--- config.mk ---
export PLATFORM = sky130hd
export DESIGN_NAME = module_wake_sleep_sequencer
export DESIGN_NICKNAME = d
export VERILOG_FILES = /design/src/wss_pkg.sv /design/src/wss_cfg.sv /design/src/wss_seq.sv /design/src/module_wake_sleep_sequencer.sv
export SDC_FILE = /design/constraint.sdc
export NUM_CORES = 1
export LEC_CHECK = 0
export ABC_AREA = 1
export BUFFER_PORTS_ARGS = -buffer_cell sky130_fd_sc_hd__buf_4
export CAP_MARGIN = 20
export CORE_MARGIN = 1.5
export CORE_UTILIZATION = 60
export CTS_CLUSTER_DIAMETER = 30
export DETAILED_ROUTE_END_ITERATION = 8
export HOLD_SLACK_MARGIN = 0.12
export PLACE_DENSITY = 0.81
export SETUP_SLACK_MARGIN = 0.5
export SYNTH_ARGS = -nofsm -noshare
export SYNTH_HDL_FRONTEND = slang
export SYNTH_SLANG_ARGS = --single-unit
--- constraint.sdc ---
create_clock -name clk -period 6 [get_ports clk]
set_input_delay 0.3 -clock clk [delete_from_list [all_inputs] [get_ports clk]]
set_output_delay 0.3 -clock clk [all_outputs]
set_load 0.005 [all_outputs]
--- src/wss_pkg.sv ---
// Shared types and constants for the module wake/sleep sequencer.
// No dependencies; imported by every module of the block.
package wss_pkg;

  // Default width of the pulse and poll counters.
  localparam int unsigned COUNTER_BITS_DEF = 4;

  // Configuration register widths, indexes and reset values.
  localparam int unsigned CFG_DATA_W = 4;
  localparam int unsigned CFG_IDX_W  = 2;
  localparam int unsigned ATT_W      = 3;
  localparam int unsigned REG_W      = 4;

  localparam logic [CFG_IDX_W-1:0] CFG_WAKE_ATTEMPTS = 2'd0;
  localparam logic [CFG_IDX_W-1:0] CFG_WAKE_POLLS    = 2'd1;
  localparam logic [CFG_IDX_W-1:0] CFG_SLEEP_POLLS   = 2'd2;
  localparam logic [CFG_IDX_W-1:0] CFG_PULSE_TICKS   = 2'd3;

  localparam logic [ATT_W-1:0] WAKE_ATTEMPTS_RST = 3'd3;
  localparam logic [REG_W-1:0] WAKE_POLLS_RST    = 4'd10;
  localparam logic [REG_W-1:0] SLEEP_POLLS_RST   = 4'd15;
  localparam logic [REG_W-1:0] PULSE_TICKS_RST   = 4'd1;

  // Event codes carried in the mode field; the last code means no event.
  localparam logic [1:0] MODE_TICK  = 2'd0;
  localparam logic [1:0] MODE_WAKE  = 2'd1;
  localparam logic [1:0] MODE_SLEEP = 2'd2;
  localparam logic [1:0] MODE_NONE  = 2'd3;

  // Sequencer phase.
  typedef enum logic [1:0] {
    PH_IDLE  = 2'd0,
    PH_PULSE = 2'd1,
    PH_POLL  = 2'd2
  } phase_t;

  // Input beat.
  typedef struct packed {
    logic [1:0] mode;
    logic       awake_level;
  } cmd_t;

  // Result beat.
  typedef struct packed {
    logic power_pin;
    logic busy_res;
    logic done_res;
    logic status;
  } res_t;

endpackage

--- src/wss_cfg.sv ---
// Configuration registers of the wake/sleep sequencer and their limit clamping.
// Depends on wss_pkg.
module wss_cfg #(
  parameter int unsigned COUNTER_BITS = wss_pkg::COUNTER_BITS_DEF
) (
  input  logic                           clk,
  input  logic                           rst,
  input  logic                           cfg_we,
  input  logic [wss_pkg::CFG_IDX_W-1:0]  cfg_index,
  input  logic [wss_pkg::CFG_DATA_W-1:0] cfg_data,
  output logic [wss_pkg::ATT_W-1:0]      attempt_lim,
  output logic [COUNTER_BITS-1:0]        wake_poll_lim,
  output logic [COUNTER_BITS-1:0]        sleep_poll_lim,
  output logic [COUNTER_BITS-1:0]        pulse_lim
);
  import wss_pkg::*;

  // Common width for comparing a 4-bit register against the counter maximum.
  localparam int unsigned EXT_W = (COUNTER_BITS > REG_W) ? COUNTER_BITS : REG_W;
  localparam logic [EXT_W-1:0] CMAX_EXT = EXT_W'((1 << COUNTER_BITS) - 1);

  logic [ATT_W-1:0] wake_attempts;
  logic [REG_W-1:0] wake_polls;
  logic [REG_W-1:0] sleep_polls;
  logic [REG_W-1:0] pulse_ticks;

  // Register writes; unknown indexes cannot occur with a two-bit index.
  always_ff @(posedge clk) begin
    if (rst) begin
      wake_attempts <= WAKE_ATTEMPTS_RST;
      wake_polls    <= WAKE_POLLS_RST;
      sleep_polls   <= SLEEP_POLLS_RST;
      pulse_ticks   <= PULSE_TICKS_RST;
    end else if (cfg_we) begin
      unique case (cfg_index)
        CFG_WAKE_ATTEMPTS: wake_attempts <= cfg_data[ATT_W-1:0];
        CFG_WAKE_POLLS:    wake_polls    <= cfg_data[REG_W-1:0];
        CFG_SLEEP_POLLS:   sleep_polls   <= cfg_data[REG_W-1:0];
        CFG_PULSE_TICKS:   pulse_ticks   <= cfg_data[REG_W-1:0];
        default: ;
      endcase
    end
  end

  // A zero count acts as one; a count above the counter range saturates.
  function automatic logic [COUNTER_BITS-1:0] clamp_cnt(input logic [REG_W-1:0] v);
    logic [EXT_W-1:0] ext;
    ext = EXT_W'(v);
    if (v == '0) begin
      return COUNTER_BITS'(1);
    end else if (ext > CMAX_EXT) begin
      return CMAX_EXT[COUNTER_BITS-1:0];
    end else begin
      return ext[COUNTER_BITS-1:0];
    end
  endfunction

  assign wake_poll_lim  = clamp_cnt(wake_polls);
  assign sleep_poll_lim = clamp_cnt(sleep_polls);
  assign pulse_lim      = clamp_cnt(pulse_ticks);
  assign attempt_lim    = (wake_attempts == '0) ? ATT_W'(1) : wake_attempts;

endmodule

--- src/wss_seq.sv ---
// Sequencer state and the single-pass step logic that turns one event into one result.
// Depends on wss_pkg.
module wss_seq #(
  parameter int unsigned COUNTER_BITS = wss_pkg::COUNTER_BITS_DEF
) (
  input  logic                      clk,
  input  logic                      rst,
  input  logic                      step,
  input  wss_pkg::cmd_t             cmd,
  input  logic [wss_pkg::ATT_W-1:0] attempt_lim,
  input  logic [COUNTER_BITS-1:0]   wake_poll_lim,
  input  logic [COUNTER_BITS-1:0]   sleep_poll_lim,
  input  logic [COUNTER_BITS-1:0]   pulse_lim,
  output wss_pkg::res_t             res_next
);
  import wss_pkg::*;

  phase_t                   phase, phase_next;
  logic                     going_to_sleep, going_to_sleep_next;
  logic [ATT_W-1:0]         attempt_count, attempt_count_next;
  logic [COUNTER_BITS-1:0]  poll_count, poll_count_next;
  logic [COUNTER_BITS-1:0]  pulse_count, pulse_count_next;
  logic                     power_level, power_level_next;

  logic                     is_cmd;
  logic                     want_sleep;
  logic                     in_target;
  logic [COUNTER_BITS-1:0]  pulse_inc;
  logic [COUNTER_BITS-1:0]  poll_inc;
  logic [COUNTER_BITS-1:0]  poll_lim;
  logic [ATT_W-1:0]         attempt_inc;
  logic                     done;
  logic                     status;

  // State register; it advances only on an accepted beat.
  always_ff @(posedge clk) begin
    if (rst) begin
      phase          <= PH_IDLE;
      going_to_sleep <= 1'b0;
      attempt_count  <= '0;
      poll_count     <= '0;
      pulse_count    <= '0;
      power_level    <= 1'b0;
    end else if (step) begin
      phase          <= phase_next;
      going_to_sleep <= going_to_sleep_next;
      attempt_count  <= attempt_count_next;
      poll_count     <= poll_count_next;
      pulse_count    <= pulse_count_next;
      power_level    <= power_level_next;
    end
  end

  assign is_cmd      = (cmd.mode == MODE_WAKE) || (cmd.mode == MODE_SLEEP);
  assign want_sleep  = (cmd.mode == MODE_SLEEP);
  assign pulse_inc   = pulse_count + COUNTER_BITS'(1);
  assign poll_inc    = poll_count + COUNTER_BITS'(1);
  assign attempt_inc = attempt_count + ATT_W'(1);
  assign poll_lim    = going_to_sleep ? sleep_poll_lim : wake_poll_lim;
  // The module has reached the state the running sequence aims for.
  assign in_target   = (going_to_sleep == !cmd.awake_level);

  // Next state and result for one event.
  always_comb begin
    phase_next          = phase;
    going_to_sleep_next = going_to_sleep;
    attempt_count_next  = attempt_count;
    poll_count_next     = poll_count;
    pulse_count_next    = pulse_count;
    power_level_next    = power_level;
    done                = 1'b0;
    status              = 1'b0;

    unique case (phase)
      PH_PULSE: begin
        if (cmd.mode == MODE_TICK) begin
          pulse_count_next = pulse_inc;
          if (pulse_inc == '0 || pulse_inc >= pulse_lim) begin
            power_level_next = 1'b0;
            poll_count_next  = '0;
            phase_next       = PH_POLL;
          end
        end
      end
      PH_POLL: begin
        if (cmd.mode == MODE_TICK) begin
          poll_count_next = poll_inc;
          if (in_target) begin
            phase_next = PH_IDLE;
            done       = 1'b1;
          end else if (poll_inc == '0 || poll_inc >= poll_lim) begin
            if (going_to_sleep) begin
              phase_next = PH_IDLE;
              done       = 1'b1;
              status     = 1'b1;
            end else begin
              attempt_count_next = attempt_inc;
              if (attempt_inc != '0 && attempt_inc < attempt_lim) begin
                // Another wake attempt: restart the power pulse.
                poll_count_next  = '0;
                pulse_count_next = '0;
                power_level_next = 1'b1;
                phase_next       = PH_PULSE;
              end else begin
                phase_next = PH_IDLE;
                done       = 1'b1;
                status     = 1'b1;
              end
            end
          end
        end
      end
      default: begin
        // Idle, and the unused phase code, which behaves as idle.
        phase_next = PH_IDLE;
        if (is_cmd) begin
          going_to_sleep_next = want_sleep;
          if (want_sleep == !cmd.awake_level) begin
            done = 1'b1;
          end else begin
            attempt_count_next = '0;
            poll_count_next    = '0;
            pulse_count_next   = '0;
            power_level_next   = 1'b1;
            phase_next         = PH_PULSE;
          end
        end
      end
    endcase

    res_next.power_pin = power_level_next;
    res_next.busy_res  = (phase_next == PH_PULSE) || (phase_next == PH_POLL);
    res_next.done_res  = done;
    res_next.status    = status;
  end

endmodule

--- src/module_wake_sleep_sequencer.sv ---
// Top level of the module wake/sleep sequencer: handshake and result register.
// Depends on wss_pkg, wss_cfg and wss_seq.
//
// Usage: each beat on the cmd channel is one event (a tick, a wake command or a
// sleep command) with the sampled awake pin level. Every accepted beat yields
// exactly one beat on the res channel, carrying the power pin level, busy,
// done and timeout status after that event.
// The result of an accepted beat is registered and valid from the next cycle on.
// Throughput is one beat per cycle while the receiver does not stall; the step logic is a few
// counter compares between the state registers and the result register.
// When the receiver stalls, the result register holds its beat and cmd_ready
// stays high only if that beat is taken in the same cycle, so no beat is lost.
// The cfg port writes one register per cycle with no wait; write it only while
// no result is outstanding.
// Synchronous reset returns the sequencer to idle with the power pin low,
// empties the result register and loads the default register values.
module module_wake_sleep_sequencer #(
  parameter int unsigned COUNTER_BITS = wss_pkg::COUNTER_BITS_DEF
) (
  input  logic                           clk,
  input  logic                           rst,
  input  logic                           cmd_valid,
  output logic                           cmd_ready,
  input  wss_pkg::cmd_t                  cmd,
  output logic                           res_valid,
  input  logic                           res_ready,
  output wss_pkg::res_t                  res,
  input  logic                           cfg_we,
  input  logic [wss_pkg::CFG_IDX_W-1:0]  cfg_index,
  input  logic [wss_pkg::CFG_DATA_W-1:0] cfg_data
);
  import wss_pkg::*;

  logic [ATT_W-1:0]        attempt_lim;
  logic [COUNTER_BITS-1:0] wake_poll_lim;
  logic [COUNTER_BITS-1:0] sleep_poll_lim;
  logic [COUNTER_BITS-1:0] pulse_lim;
  logic                    accept;
  res_t                    res_next;

  wss_cfg #(.COUNTER_BITS(COUNTER_BITS)) u_cfg (
    .clk           (clk),
    .rst           (rst),
    .cfg_we        (cfg_we),
    .cfg_index     (cfg_index),
    .cfg_data      (cfg_data),
    .attempt_lim   (attempt_lim),
    .wake_poll_lim (wake_poll_lim),
    .sleep_poll_lim(sleep_poll_lim),
    .pulse_lim     (pulse_lim)
  );

  wss_seq #(.COUNTER_BITS(COUNTER_BITS)) u_seq (
    .clk           (clk),
    .rst           (rst),
    .step          (accept),
    .cmd           (cmd),
    .attempt_lim   (attempt_lim),
    .wake_poll_lim (wake_poll_lim),
    .sleep_poll_lim(sleep_poll_lim),
    .pulse_lim     (pulse_lim),
    .res_next      (res_next)
  );

  // A new beat enters when the result register is empty or being drained.
  assign cmd_ready = !res_valid || res_ready;
  assign accept    = cmd_valid && cmd_ready;

  // Result register valid flag.
  always_ff @(posedge clk) begin
    if (rst) begin
      res_valid <= 1'b0;
    end else if (accept) begin
      res_valid <= 1'b1;
    end else if (res_ready) begin
      res_valid <= 1'b0;
    end
  end

  // Result register payload.
  always_ff @(posedge clk) begin
    if (accept) begin
      res <= res_next;
    end
  end

`ifndef NO_ASSERTIONS
  // Every accepted beat leaves a result waiting on the next cycle.
  a_accept_gives_result: assert property (@(posedge clk) disable iff (rst)
    accept |=> res_valid)
    else $error("accepted beat did not produce a result");

  // A timeout is reported only together with done.
  a_status_needs_done: assert property (@(posedge clk) disable iff (rst)
    res_valid |-> (!res.status || res.done_res))
    else $error("status set without done");

  // The power pin is driven only while a sequence runs.
  a_power_only_busy: assert property (@(posedge clk) disable iff (rst)
    (res_valid && res.power_pin) |-> res.busy_res)
    else $error("power pin high while idle");

  // A finishing step always leaves the sequencer idle.
  a_done_not_busy: assert property (@(posedge clk) disable iff (rst)
    res_valid |-> !(res.done_res && res.busy_res))
    else $error("done reported while still busy");
`endif

endmodule

==> impl_results.md, run 1 <==
- Pwr Total: 0.000512 W
- Clock Tree Buf Depth: 2
- Final Critical Period: 2.36 ns
- Syn avg cell area: 7.68 um^2
- Syn Inst Count: 284
- Slew @ Worst Pin: 0.646 ns
- Crit share post-route: 39.3%
- Clock Sinks: 35
- Clock-pin slew on the worst setup and hold paths: 0.12 ns
- CP dominant cell by count: nand2_1
- Detailed Place HPWL: 3450 um
- Synth area leader: dfxtp_1
- # rows: 21
- Outcome: finished, final reports clean
- Die H: 63.3 um
- Top-area cell type share of the netlist area: 28.5%
- Die width: 63.3 um
- CTS tree: done
- Yosys cell types: 37
- Die ar.: 0.00401 mm^2
- CP endpoint kind: register
- I/O pin count: 20
- RSZ-0062 raised after global routing: no
- Synthesis-to-layout area growth: 10.4%
- Sequential share of the synthesized area: 34.0%
- Critical Path RT: 6.12 ns
- Post-CTS Setup Bufs: 0
- Nets: 337
- Max_slew headroom: 56.9%
- Ys async rst share: 0%
- Crit path max fanout: 6
- HP Class: input pin to register
- Residual DRC: 0
- All-Layer GR Usage: 25.3%
- Number of gates resized after CTS: 0
- Final ANT Viol Nets: 0
- Crit-path slowest cell: dfxtp_1
- EDFF count, synth: 4
- Leading cell type by number of instances after synthesis: nand2_1
- Max-cap viol count: 0
- Detailed Routing Iterations Pass 1: 4
- I/O Buffers: 19
- Metal-1 WL: 1980 um
- Leak: 1.14 nW
- H-tree Lvls: 2
- Vias in the first global route: 1,765
- Worst vdd ir: 181 uV
- Core area: 0.00342 mm^2
- Top Family by Delay on Critical Path: simple AND/OR/NAND/NOR gates
- Count of pins over their slew limit: 0
- Count of hold-fix buffers inserted at cts: 0
- First-pass GRT wire length: 7870 um
- Vias per cell: 5.31
- Top cells by area, synth: dfxtp_1 (28%), ha_1 (11%), nand2_1 (10%)
- Pin count of the biggest net entering global routing: 23
- Critical path data arrival time: 2.48 ns
- Mapped Area: 0.00218 mm^2
- Final non-filler cell total: 351
- Final Hold Violating Endpoints: 0
- Worst stage delay on the critical path: 0.44 ns
- Final wirelength: 4520 um
- Highest layer used for signal routing: met4
- Via count: 1,863
- Predominant post-synthesis flop cell: dfxtp_1
- Per-cell routed wire length: 12.9 um
- Max Clock Freq: 0.425 GHz
- Clock latency on the worst-skew pair: 0.35 ns
- Synth cell count leaders: nand2_1 (58), inv_1 (38), dfxtp_1 (31), a21oi_1 (20), nand3_1 (20)
- Initial DRC Count: 81
- Clock root cell: clkbuf_4
- ANT cells: 0
- Syn Nets: 317
- # placed instances: 343
- Type of origin of the critical path: register
- Final Skew: 0.00442 ns
- Register bit total from synthesis: 35
- CP bufs+invs: 1
- Routed wl met2: 2240 um
- Cts bufs inserted: 5
- Crit path kind: register to register
- DR WL met3: 238 um
- PD cells: 213 mW/mm^2
- Share of layout cells above drive strength 1: 19.0%
- Setup TNS: 0 ns
- Count of warnings emitted by yosys: 0
- Final Wtd Congestion: 0.963
- Final Setup Violations: 0
- Gr ovfl total: 0
- Starting Density: 63.8%
- Worst Hold Margin: 0.186 ns
- Initial antenna violation count: 0
- CP Cell Sequence: ha_1 > xor2_1 > ha_1 > nand2_1 > inv_1 > nand2_1 > nand2_1 > nor2_4 > nand3_1 > nand2_1 > nand3_1 > nand2_1 > nand2_1 > nand3_1 > nand2_1
## cells by family (layout without fill, tap and decap cells)
family	count (synthesis)	in the layout	synth area share [%]
AND/OR/NAND/NOR	125	125	29.1
AO/OA/AOI/OAI	50	50	13.9
adder cells (fa/ha/maj)	19	19	10.9
buffers and inverters	47	68	8.38
multiplexers	3	3	1.38
flip-flops	35	35	34.0
XOR/XNOR	5	5	2.35
## metrics by stage
stage	setup slack, ns	utilization (%)	instance area (um^2)
2_1_floorplan	3.88	-	2180
3_3_place_gp	3.78	68.9	2350
3_5_place_dp	3.68	68.9	2350
4_1_cts	3.65	70.5	2410
5_1_grt	3.39	70.5	2410
6_report	3.64	70.5	2410
## sequential cells by signal (all words and copies together) (netlist names)
name,cells
res,4
u_cfg.pulse_ticks,4
u_cfg.sleep_polls,4
u_cfg.wake_polls,4
u_seq.poll_count,4
u_seq.pulse_count,4
u_cfg.wake_attempts,3
u_seq.attempt_count,3
u_seq.phase,2
res_valid,1
u_seq.going_to_sleep,1
u_seq.power_level,1
## layout by cell type, fill, tap and decap left out, types with 2 or more instances in the layout
cell type,count
nand2_1,58
inv_1,38
dfxtp_1,31
a21oi_1,20
nand3_1,20
ha_1,19
buf_4,19
nor2_1,13
o21ai_0,12
nor3_1,8
nand2_2,7
a21oi_2,5
clkbuf_4,5
nand3_2,4
edfxtp_1,4
xor2_1,3
nand2_4,3
nand4_1,3
mux2i_1,3
o211ai_1,3
o21bai_1,2
nor2_4,2
nor2_2,2
o31ai_1,2
inv_2,2
o21ai_1,2
nand3_4,2
nand3b_1,2
inv_4,2
## worst reg2reg max path, delay by kind of cell (launching register included)
kind	cells	cell delay, ns
XOR/XNOR	1	0.27
adder cells (fa/ha/maj)	2	0.49
buffers and inverters	1	0.04
flip-flops	1	0.44
AND/OR/NAND/NOR	11	0.89
## layout make-up
class,count,area [um^2]
inverter,41,154
clock inverter,3,17.5
multi-input combinational,202,1260
tap,46,57.6
clock buffer,5,37.5
fill,287,1010
timing repair buffer,19,143
sequential,35,741
## final timing paths
kind	slack [ns]	end	startpoint	cells after the start
hold / removal	0.19	u_cfg.wake_polls[3]$_SDFFE_PP1P_	cfg_data[3]	3
hold reg to reg	0.48	u_seq.attempt_count[2]$_SDFFE_PP0P_	u_seq.attempt_count[2]$_SDFFE_PP0P_	2
setup reg to reg	3.64	res[2]$_DFFE_PP_	u_seq.poll_count[0]$_SDFFE_PP0P_	15
setup / recovery	3.64	res[2]$_DFFE_PP_	u_seq.poll_count[0]$_SDFFE_PP0P_	15
## layer usage
layer  up-vias  global-route usage (%)
li1        976                       -
met1       830                    29.8
met2        50                    45.3
met3         7                    5.89
met4         0                    8.15
met5         -                       0
## where the power goes
part / internal (W) / switching, W / total (W)
clock: 0.0000455 / 0.0000883 / 0.000134
sequential: 0.000251 / 0.00000995 / 0.000261
combinational: 0.0000461 / 0.0000712 / 0.000117
total: 0.000343 / 0.000169 / 0.000512
(Power assumes the default switching activity.)
==> run 2: changes to the inputs <==
CORE_UTILIZATION = 59   (was 60)
PLACE_DENSITY = 0.8   (was 0.81)
clock period = 2.2 ns   (was 6 ns; I/O delays follow)
==> impl_results.md, run 2 (synthesis gave the netlist of run 1 again) <==
- Register Area: 766 um^2 (+3.4%)
- Clock Sinks: 35 (unchanged)
- Cts bufs inserted: 5 (unchanged)
- Commonest non-fill, non-tap cells in the layout: nand2_1 (48), buf_4 (48), inv_1 (31)
- Violated checks: negative setup slack
- Critical Path RT: 2.26 ns (-3.86 ns)
- Final critical-path setup slack: -0.0266 ns (-3.67 ns)
- Post-Layout Inst Area: 0.00308 mm^2 (+28%)
- Final Skew: 0.00984 ns (+0.00542 ns)
- Die H: 63.8 um (+0.80%)
- Per-cell routed wire length: 17.7 um (+38%)
- Final Wtd Congestion: 0.882 (-8.4%)
- Initial DRC Count: 206 (+150%)
- Clock latency on the worst-skew pair: 0.30 ns (-0.05 ns)
- Crit share post-route: 101% (+62 points)
- Register-to-register setup slack: -0.03 ns (-3.67 ns)
- Leak: 1.38 nW (+21%)
- Vias per cell: 5.92 (+11%)
- Vias in the first global route: 2,104 (+19%)
- Via count: 2,290 (+23%)
- Fill cells: 161 (-44%)
- CTS tree: done
- Residual DRC: 0 (unchanged)
- Max Clock Freq: 0.449 GHz (+5.8%)
- CP Cell Sequence: ha_4 > xor2_2 > ha_1 > nand2_2 > inv_2 > nand2_2 > nand2_2 > nor2_4 > nand2_4 > nand2_2 > o21ai_2 > nand2_2 > nand3_2 > nand3_2 > nand2_1
- Final Hold Violating Endpoints: 0 (unchanged)
- Max-cap viol count: 0 (unchanged)
- # placed instances: 348 (+1.5%)
- Die width: 63.8 um (+0.80%)
- Area of the multi-input gates: 0.00153 mm^2 (+22%)
- CP endpoint kind: register
- Crit path kind: register to register
- Max_slew headroom: 51.3% (-5.6 points)
- Worst stage delay on the critical path: 0.41 ns (-0.03 ns)
- # rows: 21 (unchanged)
- Detailed Routing Iterations Pass 1: 4 (unchanged)
- Core area: 0.00344 mm^2 (+0.77%)
- Outcome: complete, but fails checks
- Crit path max fanout: 5 (-1)
- Pin count of the biggest net entering global routing: 23 (unchanged)
- Type of origin of the critical path: register
- Critical path data arrival time: 2.28 ns (-0.20 ns)
- ANT cells: 0 (unchanged)
- Gr ovfl total: 0 (unchanged)
- H-tree Lvls: 2 (unchanged)
- Die ar.: 0.00407 mm^2 (+1.6%)
- Synthesis-to-layout area growth: 41.1%
- PD cells: 600 mW/mm^2 (+180%)
- Share of layout cells above drive strength 1: 42.5% (+24 points)
- First-pass GRT wire length: 9370 um (+19%)
- Detailed Place HPWL: 3350 um (-2.9%)
- CP dominant cell by count: nand2_2
- Final Critical Period: 2.23 ns (-0.129 ns)
- Count of pins over their slew limit: 0 (unchanged)
- I/O pin count: 20 (unchanged)
- Crit-path slowest cell: dfxtp_4
- Worst vdd ir: 456 uV (+150%)
- Slew @ Worst Pin: 0.730 ns (+0.0845 ns)
- I/O Buffers: 19 (unchanged)
- Final wirelength: 6870 um (+52%)
- Clock root cell: clkbuf_8
- Final ANT Viol Nets: 0 (unchanged)
- RSZ-0062 raised after global routing: yes
- All-Layer GR Usage: 29.4% (+4.1 points)
- Placed Area: 0.00247 mm^2 (+4.8%)
- Nets: 373 (+11%)
- Initial antenna violation count: 0 (unchanged)
- Final core occ: 89.4% (+19 points)
- Starting Density: 63.4% (-0.49 points)
- HP Class: input pin to register
- Clock-pin slew on the worst setup and hold paths: 0.08 ns (-0.04 ns)
- Final non-filler cell total: 387 (+10%)
- Final Setup Violations: 1 (+1)
- Clock Tree Buf Depth: 2 (unchanged)
run 2: changes by cell type in the layout (fill, tap and decap cells not counted), moves of 7 or more:
cell     previous run  this run
buf_4              19        48
dfxtp_1            31        23
inv_1              38        31
nand2_1            58        48
nand2_2             7        15
nand3_1            20        12
run 2: metal layers:
layer	track usage (%)	vias up	routed length [um]
li1	-	1051	-
met1	34.3	1072	2630
met2	52.2	126	3340
met3	6.51	41	509
met4	10.9	0	384
met5	0	-	0
run 2: worst max-delay path: cells and delay by family (launching register included):
family	cells	cell delay, ns
AO/OA/AOI/OAI	1	0.07
XOR/XNOR	1	0.19
adder cells (fa/ha/maj)	2	0.42
buffers and inverters	1	0.04
flip-flops	1	0.41
AND/OR/NAND/NOR	10	0.84
run 2: worst paths after layout:
check	startpoint	endpoint	cells after the start
setup reg to reg	u_seq.poll_count[0]$_SDFFE_PP0P_	res[2]$_DFFE_PP_	15
setup / recovery	u_seq.poll_count[0]$_SDFFE_PP0P_	res[2]$_DFFE_PP_	15
hold / removal	cfg_index[0]	u_cfg.sleep_polls[0]$_SDFFE_PP1P_	4
hold reg to reg	u_seq.attempt_count[2]$_SDFFE_PP0P_	u_seq.attempt_count[2]$_SDFFE_PP0P_	2
run 2: report_power, final:
group          total (W)  internal [W]  switching [W]
logic           0.000456      0.000186       0.000270
clock network   0.000674      0.000408       0.000266
registers       0.000717      0.000682      0.0000343
total            0.00185       0.00128       0.000570
run 2: repair_timing:
| action | 4_1_cts | 5_1_grt |
|---|---|---|
| buffers inserted | 18 | 7 |
| hold buffers | 6 | 0 |
| pin swaps | 15 | 14 |
| gates cloned | 0 | 0 |
| setup endpoints to repair | 18 | 18 |
| endpoints found under the hold margin | 21 | 0 |
| gates resized for setup | 22 | 35 |
run 2: area by class of cell:
cell class	count	share of cell area, %
clock inverters	2	1.18
multi-input cells	202	49.8
clock buffers	6	3.05
well taps	46	1.87
flip-flops and latches	35	24.9
repair buffers	55	14.0
inverters	41	5.16
run 2: per-stage QoR:
step	setup TNS, ns	hold slack, ns	total power (W)	setup WS [ns]
global placement	0	0.356	0.00105	0.0587
floorplan	0	0.236	0.000965	0.188
CTS	0	0.164	0.00174	0.101
detailed placement	0	0.355	0.00106	0.00439
global route	-0.759	0.199	0.00191	-0.126
finish	-0.0266	0.166	0.00185	-0.0266
